==> src/hw/rtl/fsf_pkg.sv <==
// ----------------------------------------------------------------------------
// fsf_pkg
// Shared types and constants for the servo bus command framer.
// ----------------------------------------------------------------------------
package fsf_pkg;

    // command codes on the input channel
    localparam logic [1:0] ACT_MODE = 2'd0;
    localparam logic [1:0] ACT_MOVE = 2'd1;
    localparam logic [1:0] ACT_READ = 2'd2;

    // packet bytes
    localparam logic [7:0] HDR_BYTE   = 8'hFF;
    localparam logic [7:0] INS_READ   = 8'd2;
    localparam logic [7:0] INS_WRITE  = 8'd3;
    localparam logic [7:0] ADDR_MODE  = 8'd33;
    localparam logic [7:0] ADDR_GOAL  = 8'd42;
    localparam logic [7:0] ADDR_POS   = 8'd56;
    localparam logic [7:0] READ_COUNT = 8'd2;
    localparam logic [7:0] LEN_SHORT  = 8'd4;
    localparam logic [7:0] LEN_LONG   = 8'd9;

    // position limit in ticks
    localparam logic [11:0] POS_MAX = 12'd4095;

    // byte index of the checksum for each packet size
    localparam logic [3:0] LAST_SHORT = 4'd7;
    localparam logic [3:0] LAST_LONG  = 4'd12;

    // byte index of the fields inside a packet
    localparam logic [3:0] IDX_HDR0 = 4'd0;
    localparam logic [3:0] IDX_HDR1 = 4'd1;
    localparam logic [3:0] IDX_ID   = 4'd2;
    localparam logic [3:0] IDX_LEN  = 4'd3;
    localparam logic [3:0] IDX_INS  = 4'd4;
    localparam logic [3:0] IDX_ADDR = 4'd5;
    localparam logic [3:0] IDX_PLO  = 4'd6;
    localparam logic [3:0] IDX_PHI  = 4'd7;

    // register map
    localparam logic REG_SERVO_ID = 1'b0;
    localparam logic [7:0] SERVO_ID_RESET = 8'd1;

    // default depth of the queue between front and back
    localparam int FSF_QUEUE_DEPTH = 2;

    // packet descriptor handed from front to back
    typedef struct packed {
        logic       long_pkt;
        logic [7:0] id;
        logic [7:0] len;
        logic [7:0] ins;
        logic [7:0] addr;
        logic [7:0] p_lo;
        logic [7:0] p_hi;
        logic [7:0] chk;
    } t_desc;

endpackage

==> src/hw/rtl/fsf_front.sv <==
// ----------------------------------------------------------------------------
// fsf_front
// Classifies a command, clamps the move target and builds the packet
// descriptor with its checksum.
// ----------------------------------------------------------------------------
module fsf_front (
    input  logic               i_in_valid,
    output logic               o_in_ready,
    input  logic [1:0]         i_action,
    input  logic [7:0]         i_mode_value,
    input  logic signed [12:0] i_start_position,
    input  logic signed [13:0] i_offset,
    input  logic [7:0]         i_servo_id,
    output logic               o_push,
    output fsf_pkg::t_desc     o_desc,
    input  logic               i_q_ready
);
    import fsf_pkg::*;

    logic signed [14:0] sum_pos;
    logic [11:0]        target;
    logic               keep;
    logic [7:0]         byte_sum;
    t_desc              desc;

    // move target, clamped to the position range
    always_comb begin
        sum_pos = 15'(i_start_position) + 15'(i_offset);
        if (sum_pos[14]) begin
            target = '0;
        end else if (sum_pos > 15'sd4095) begin
            target = POS_MAX;
        end else begin
            target = sum_pos[11:0];
        end
    end

    // classification and descriptor build
    always_comb begin
        keep          = 1'b1;
        desc.long_pkt = 1'b0;
        desc.id       = i_servo_id;
        desc.len      = LEN_SHORT;
        desc.ins      = INS_WRITE;
        desc.addr     = ADDR_MODE;
        desc.p_lo     = i_mode_value;
        desc.p_hi     = 8'd0;
        case (i_action)
            ACT_MODE: begin
                keep = 1'b1;
            end
            ACT_MOVE: begin
                keep          = (i_start_position != -13'sd1);
                desc.long_pkt = 1'b1;
                desc.len      = LEN_LONG;
                desc.addr     = ADDR_GOAL;
                desc.p_lo     = target[7:0];
                desc.p_hi     = {4'd0, target[11:8]};
            end
            ACT_READ: begin
                desc.ins  = INS_READ;
                desc.addr = ADDR_POS;
                desc.p_lo = READ_COUNT;
            end
            default: begin
                keep = 1'b0;
            end
        endcase
        byte_sum = desc.id + desc.len + desc.ins + desc.addr + desc.p_lo + desc.p_hi;
        desc.chk = ~byte_sum;
    end

    // dropped commands are taken without a push
    assign o_in_ready = i_q_ready;
    assign o_push     = i_in_valid & i_q_ready & keep;
    assign o_desc     = desc;

endmodule

==> src/hw/rtl/fsf_queue.sv <==
// ----------------------------------------------------------------------------
// fsf_queue
// Small descriptor queue between the front and the back.
// ----------------------------------------------------------------------------
module fsf_queue #(
    parameter int DEPTH = fsf_pkg::FSF_QUEUE_DEPTH
) (
    input  logic           i_clk,
    input  logic           i_rst_n,
    input  logic           i_push,
    input  fsf_pkg::t_desc i_desc,
    output logic           o_ready,
    input  logic           i_pop,
    output logic           o_valid,
    output fsf_pkg::t_desc o_desc
);
    import fsf_pkg::*;

    localparam int PW = (DEPTH > 1) ? $clog2(DEPTH) : 1;
    localparam int CW = $clog2(DEPTH + 1);
    localparam logic [PW-1:0] PTR_LAST = PW'(DEPTH - 1);
    localparam logic [CW-1:0] CNT_FULL = CW'(DEPTH);

    t_desc         r_mem [DEPTH];
    logic [PW-1:0] r_wr_ptr, n_wr_ptr;
    logic [PW-1:0] r_rd_ptr, n_rd_ptr;
    logic [CW-1:0] r_count, n_count;
    logic          wr_en, rd_en;

    assign o_ready = (r_count != CNT_FULL);
    assign o_valid = (r_count != '0);
    assign o_desc  = r_mem[r_rd_ptr];
    assign wr_en   = i_push & o_ready;
    assign rd_en   = i_pop & o_valid;

    // pointer and fill count update
    always_comb begin
        n_wr_ptr = r_wr_ptr;
        n_rd_ptr = r_rd_ptr;
        n_count  = r_count;
        if (wr_en) begin
            n_wr_ptr = (r_wr_ptr == PTR_LAST) ? '0 : r_wr_ptr + 1'b1;
        end
        if (rd_en) begin
            n_rd_ptr = (r_rd_ptr == PTR_LAST) ? '0 : r_rd_ptr + 1'b1;
        end
        if (wr_en && !rd_en) begin
            n_count = r_count + 1'b1;
        end else if (rd_en && !wr_en) begin
            n_count = r_count - 1'b1;
        end
    end

    always_ff @(posedge i_clk) begin
        if (!i_rst_n) begin
            r_wr_ptr <= '0;
            r_rd_ptr <= '0;
            r_count  <= '0;
        end else begin
            r_wr_ptr <= n_wr_ptr;
            r_rd_ptr <= n_rd_ptr;
            r_count  <= n_count;
        end
    end

    // storage
    always_ff @(posedge i_clk) begin
        if (wr_en) begin
            r_mem[r_wr_ptr] <= i_desc;
        end
    end

endmodule

==> src/hw/rtl/fsf_back.sv <==
// ----------------------------------------------------------------------------
// fsf_back
// Walks a packet descriptor and sends one byte per transfer through an
// output register.
// ----------------------------------------------------------------------------
module fsf_back (
    input  logic           i_clk,
    input  logic           i_rst_n,
    input  logic           i_q_valid,
    input  fsf_pkg::t_desc i_q_desc,
    output logic           o_q_pop,
    output logic           o_out_valid,
    input  logic           i_out_ready,
    output logic [7:0]     o_tx_byte,
    output logic           o_last
);
    import fsf_pkg::*;

    t_desc      r_desc;
    logic       r_busy;
    logic [3:0] r_idx;
    logic       r_out_valid;
    logic [7:0] r_tx_byte;
    logic       r_last;

    logic       advance;
    logic       at_end;
    logic       load;
    logic [3:0] last_idx;
    logic [7:0] cur_byte;

    assign last_idx = r_desc.long_pkt ? LAST_LONG : LAST_SHORT;
    assign at_end   = (r_idx == last_idx);
    assign advance  = r_busy & (~r_out_valid | i_out_ready);
    assign load     = ~r_busy | (advance & at_end);
    assign o_q_pop  = load;

    // byte at the current index
    always_comb begin
        if (at_end) begin
            cur_byte = r_desc.chk;
        end else begin
            case (r_idx)
                IDX_HDR0, IDX_HDR1: cur_byte = HDR_BYTE;
                IDX_ID:             cur_byte = r_desc.id;
                IDX_LEN:            cur_byte = r_desc.len;
                IDX_INS:            cur_byte = r_desc.ins;
                IDX_ADDR:           cur_byte = r_desc.addr;
                IDX_PLO:            cur_byte = r_desc.p_lo;
                IDX_PHI:            cur_byte = r_desc.p_hi;
                default:            cur_byte = 8'd0;
            endcase
        end
    end

    // sequencer control
    always_ff @(posedge i_clk) begin
        if (!i_rst_n) begin
            r_busy <= 1'b0;
            r_idx  <= '0;
        end else if (load) begin
            r_busy <= i_q_valid;
            r_idx  <= '0;
        end else if (advance) begin
            r_idx <= r_idx + 1'b1;
        end
    end

    // active descriptor
    always_ff @(posedge i_clk) begin
        if (load && i_q_valid) begin
            r_desc <= i_q_desc;
        end
    end

    // output register
    always_ff @(posedge i_clk) begin
        if (!i_rst_n) begin
            r_out_valid <= 1'b0;
        end else if (advance) begin
            r_out_valid <= 1'b1;
        end else if (i_out_ready) begin
            r_out_valid <= 1'b0;
        end
    end

    always_ff @(posedge i_clk) begin
        if (advance) begin
            r_tx_byte <= cur_byte;
            r_last    <= at_end;
        end
    end

    assign o_out_valid = r_out_valid;
    assign o_tx_byte   = r_tx_byte;
    assign o_last      = r_last;

endmodule

==> src/hw/rtl/servo_bus_command_framer_top.sv <==
// ----------------------------------------------------------------------------
// servo_bus_command_framer_top
// Turns servo commands into bus packets, one byte per output transfer.
// ----------------------------------------------------------------------------
// A command is taken whenever the descriptor queue has room; it is classified
// and checksummed in the same cycle and queued. The back end sends one byte
// per cycle while the output side keeps ready high: 8 bytes for a set running
// mode or position read packet, 13 for a move packet, with the next packet, if
// already queued, following without a gap. The byte sequencer sets the sustained
// rate, so a steady stream of moves runs at one command per 13-byte packet. A move
// with an unknown start position, and the unused command code, are taken and send
// nothing. servo_id sits at byte address 0 of the register port.
module servo_bus_command_framer_top #(
    parameter int QUEUE_DEPTH = fsf_pkg::FSF_QUEUE_DEPTH
) (
    input  logic               i_clk,
    input  logic               i_rst_n,
    // command channel
    input  logic               i_in_valid,
    output logic               o_in_ready,
    input  logic [1:0]         i_action,
    input  logic [7:0]         i_mode_value,
    input  logic signed [12:0] i_start_position,
    input  logic signed [13:0] i_offset,
    // byte channel
    output logic               o_out_valid,
    input  logic               i_out_ready,
    output logic [7:0]         o_tx_byte,
    output logic               o_last,
    // register port
    input  logic               psel,
    input  logic               penable,
    input  logic               pwrite,
    input  logic [2:0]         paddr,
    input  logic [31:0]        pwdata,
    output logic [31:0]        prdata,
    output logic               pready
);
    import fsf_pkg::*;

    logic [7:0] r_servo_id;
    logic       front_push;
    t_desc      front_desc;
    logic       q_ready;
    logic       q_valid;
    t_desc      q_desc;
    logic       q_pop;

    // register write and read back
    assign pready = 1'b1;

    always_ff @(posedge i_clk) begin
        if (!i_rst_n) begin
            r_servo_id <= SERVO_ID_RESET;
        end else if (psel && penable && pwrite && pready && paddr[2] == REG_SERVO_ID) begin
            r_servo_id <= pwdata[7:0];
        end
    end

    assign prdata = (paddr[2] == REG_SERVO_ID) ? {24'd0, r_servo_id} : 32'd0;

    // front end
    fsf_front u_front (
        .i_in_valid       (i_in_valid),
        .o_in_ready       (o_in_ready),
        .i_action         (i_action),
        .i_mode_value     (i_mode_value),
        .i_start_position (i_start_position),
        .i_offset         (i_offset),
        .i_servo_id       (r_servo_id),
        .o_push           (front_push),
        .o_desc           (front_desc),
        .i_q_ready        (q_ready)
    );

    // descriptor queue
    fsf_queue #(
        .DEPTH (QUEUE_DEPTH)
    ) u_queue (
        .i_clk   (i_clk),
        .i_rst_n (i_rst_n),
        .i_push  (front_push),
        .i_desc  (front_desc),
        .o_ready (q_ready),
        .i_pop   (q_pop),
        .o_valid (q_valid),
        .o_desc  (q_desc)
    );

    // back end
    fsf_back u_back (
        .i_clk       (i_clk),
        .i_rst_n     (i_rst_n),
        .i_q_valid   (q_valid),
        .i_q_desc    (q_desc),
        .o_q_pop     (q_pop),
        .o_out_valid (o_out_valid),
        .i_out_ready (i_out_ready),
        .o_tx_byte   (o_tx_byte),
        .o_last      (o_last)
    );

endmodule
==> config.mk <==
export PLATFORM = sky130hd
export DESIGN_NAME = servo_bus_command_framer_top
export DESIGN_NICKNAME = d
export VERILOG_FILES = /design/src/hw/rtl/fsf_pkg.sv /design/src/hw/rtl/fsf_front.sv /design/src/hw/rtl/fsf_queue.sv /design/src/hw/rtl/fsf_back.sv /design/src/hw/rtl/servo_bus_command_framer_top.sv
export SDC_FILE = /design/constraint.sdc
export NUM_CORES = 1
export LEC_CHECK = 0
export BUFFER_PORTS_ARGS = -buffer_cell sky130_fd_sc_hd__buf_2
export CORE_MARGIN = 2
export CORE_UTILIZATION = 51
export DETAILED_ROUTE_END_ITERATION = 7
export PLACE_DENSITY = 0.77
export SYNTH_ARGS = -nofsm -noshare
export SYNTH_HDL_FRONTEND = slang
export SYNTH_SLANG_ARGS = --single-unit
==> constraint.sdc <==
create_clock -name i_clk -period 5.9 [get_ports i_clk]
set_input_delay 0.885 -clock i_clk [delete_from_list [all_inputs] [get_ports i_clk]]
set_output_delay 0.885 -clock i_clk [all_outputs]
set_load 0.01 [all_outputs]
==> impl_results.md <==
* Status: finished, final reports clean
* CP max FO at 3
* Layout area overhead at 18.5%
* Register-to-register setup slack at 2230 ps
* DR WL/cell at 16.7 um
* Post-synth top area share at 49.2%
* Reg area at 3690 sq um
* Leak pwr at 3.24 nW
* Area of the multi-input gates at 2800 sq um
* Pwr dens at 381 nW/um^2
* CP Launch Type: input pin
* Grt total ovfl at 0
* TNS Setup at 0 ps
* First-pass GRT wire length at 22100 um
* DIE AREA at 14200 sq um
* Pre-Repair DR Iteration Count at 5
* Cells after Synth at 530
* Part of the power in the clock network at 32.0%
* Via count at 4363
* Achievable clock frequency at 0.177 GHz
* Clk_skew at 8.58 ps
* CTS Buf Count at 17
* Initial Util at 51.8%
* Setup WS post-layout at 256 ps
* Clock buffer depth at 2
* IO Pins at 123
* Hold buffer count at cts at 0
* Fin util at 61.3%
* Worst Hold End: u_back.o_out_valid
* Pin count of the biggest net entering global routing at 36
* MaxCap Viol Count at 0
* Worst min-delay path class: register to register
* Syn Area/Cell at 12.8 sq um
* R2r worst-path depth at 17
* Port Buf Inserts at 71
* Placed instance count at 789
* Period utilization at 95.7%
* Total Routing Usage GR at 20.6%
* #FFs+latches synth at 129
* Endpoint class of the critical path: register
* Logic gate share of total power at 25.0%
* Sw Share at 28.2%
* Post-Syn Area at 6770 sq um
* Initial antenna violation count at 0
* Final setup violation count at 0
* Worst Path Required at 6060 ps
* Dominant synthesized flop cell: edfxtp_1
* Slew Limit Fails at 0
* Clock root buffer: clkbuf_16
* Post-synth EDFFs at 111
* Vias in the first global route at 4472
* Register area share after synthesis at 54.5%
* Post-route DRC violation count at 0
* Clk slew on worst S/H paths at 60 ps
* Die X at 119 um
* Clock Sinks at 129
* Peak VDD IR at 258 uV
* Clock Latency Late Sink at 420 ps
* Yosys warning total at 0
* Nets at 765
* Layout cell share with drive strength beyond 1 at 29.4%
* H-tree Lvls at 4
* GPL Wtd Cong at 0.863
* Worst Tran Pin Value at 972 ps
* Fillers at 983
* Placed inst area at 7400 sq um
* Reg2reg end: u_queue.r_mem[0][7]
* Worst rel slew slack at 35.0%
* Hold Path Origin: u_back.r_busy
* DP Worst Slack at -283 ps
* P_sw at 0.863 mW
* Synth cell count leaders: 111 x edfxtp_1, 45 x inv_1, 41 x ha_1, 34 x mux2_2, 31 x nand2_1
* Fraction of registers with async set or reset after synthesis at 0%
* Post-DP HPWL at 9990 um
* DR iter-0 viols at 284
* Part of the power in registers at 43.0%
* Antenna Cells at 0
* Core region area at 13100 sq um
* Worst hold path depth at 1
* Count leader, synth: edfxtp_1
* Crit Path Class: input pin to register
* Post-route ant nets at 0
* Finished Layout Cells at 822
* Synth cell types at 62
* Placement Rows at 42
* Worst path arrival time at 5800 ps
* Worst r2r src: r_servo_id[1]
* Yosys top cell by area: edfxtp_1
* Tmin final at 5640 ps
* Vias per cell at 5.31
* Power Internal at 2.20 mW
* Synth top area cells: edfxtp_1 49%, ha_1 7.6%, mux2_2 5.7%, dfxtp_1 5.3%, fa_1 3.5%
* Final Hold Vio Count at 0
* Fin area at 8030 sq um
* Die Ht at 119 um
* CTS tree: yes
* Total wire length at 13700 um
area by class of cell:
type,count,share of cell area [%]
Clock buffer,19,5.39
Clock inverter,13,1.50
Inverter,46,2.15
Multi-Input combinational cell,338,34.9
Sequential cell,129,46.0
Tap cell,176,2.74
Timing Repair Buffer,101,7.27
worst max path at each step:
stage,from,endpoint,cells past startpoint
global route,i_start_position[0],u_queue.r_mem[0][7],28
CTS,i_start_position[0],u_queue.r_mem[0][7],26
detailed placement,i_start_position[0],u_queue.r_mem[0][7],26
finish,i_start_position[0],u_queue.r_mem[0][7],26
floorplan,i_start_position[0],u_queue.r_mem[0][7],26
global placement,i_start_position[0],u_queue.r_mem[0][7],26
state kept, by name, indices dropped and copies added (netlist names):
| signal | count |
|---|---|
| u_queue.r_rd_ptr | 1 |
| u_back.r_busy | 1 |
| u_queue.r_mem | 68 |
| u_queue.r_count | 2 |
| u_back.r_desc | 34 |
| u_back.o_last | 1 |
| u_back.o_tx_byte | 8 |
| u_back.r_idx | 4 |
| u_back.o_out_valid | 1 |
| u_queue.r_wr_ptr | 1 |
| r_servo_id | 8 |
cells in the final DEF, fill, tap and decap left out, drive strengths merged, types with 3 or more instances in the layout:
master,synthesis,layout
xor2,12,12
buf,28,101
a22oi,3,3
clkinv,0,10
nand2,31,31
nor2b,10,10
o21a,9,9
a21o,4,4
and2,3,3
edfxtp,111,111
inv,46,46
a22o,7,7
fa,12,12
o21ai,17,17
a31oi,4,4
nor2,17,17
nand4,3,3
o21bai,3,3
ha,41,41
clkbuf,12,19
a2bb2oi,6,6
a21boi,8,8
xnor2,15,15
a21oi,21,21
nor3,8,8
a221oi,3,3
conb,2,25
o2bb2ai,6,6
dfxtp,18,18
nand3,6,6
mux2,34,34
critical path, stage by stage:
cell and delay [ps]:
buf_4 100, ha_4 130, inv_1 50, fa_2 370, nor2b_2 140, o31a_1 210
o2111ai_2 140, a31oi_2 260, xnor2_2 100, or2_1 250, o21a_2 230, fa_2 520
inv_1 50, fa_2 360, fa_1 430, inv_1 70, ha_2 180, inv_1 50
fa_2 330, inv_1 60, a21oi_1 50, o21bai_1 230, a21o_1 180, a21oi_2 80
xnor2_2 230, xnor2_2 110
cells by family after synthesis:
kind of cell	Yosys count	synth area share [%]
flip-flops	129	54.5
AO/OA/AOI/OAI	108	11.8
AND/OR/NAND/NOR	90	6.45
buffers and inverters	86	6.32
adder cells (fa/ha/maj)	53	11.1
multiplexers	35	5.80
XOR/XNOR	27	3.88
other	2	0.111
per-layer routing:
layer	track usage [%]	up-vias	wire length, um
met5	0	-	0
met4	11.3	0	386
met3	4.65	31	739
met2	35.2	150	7000
met1	24.1	2099	5620
li1	-	2083	-
power groups by stage:
stage | clock (mW) | combinational [mW] | sequential [mW]
2_1_floorplan | 0 | 0.510 | 1.31
5_1_grt | 1.03 | 0.854 | 1.33
3_3_place_gp | 0 | 0.707 | 1.33
3_5_place_dp | 0 | 0.742 | 1.33
4_1_cts | 0.990 | 0.749 | 1.32
6_report | 0.978 | 0.766 | 1.32
what timing repair did:
item,in CTS,in global routing
gates resized for setup,0,16
setup buffers,0,1
setup endpoints to repair,0,4
through the flow:
step	hold WS [ps]	power, mW
floorplan	447	1.82
global placement	461	2.03
detailed placement	472	2.08
CTS	483	3.06
global route	508	3.22
finish	479	3.06
Power figures use the tool's default switching activity.
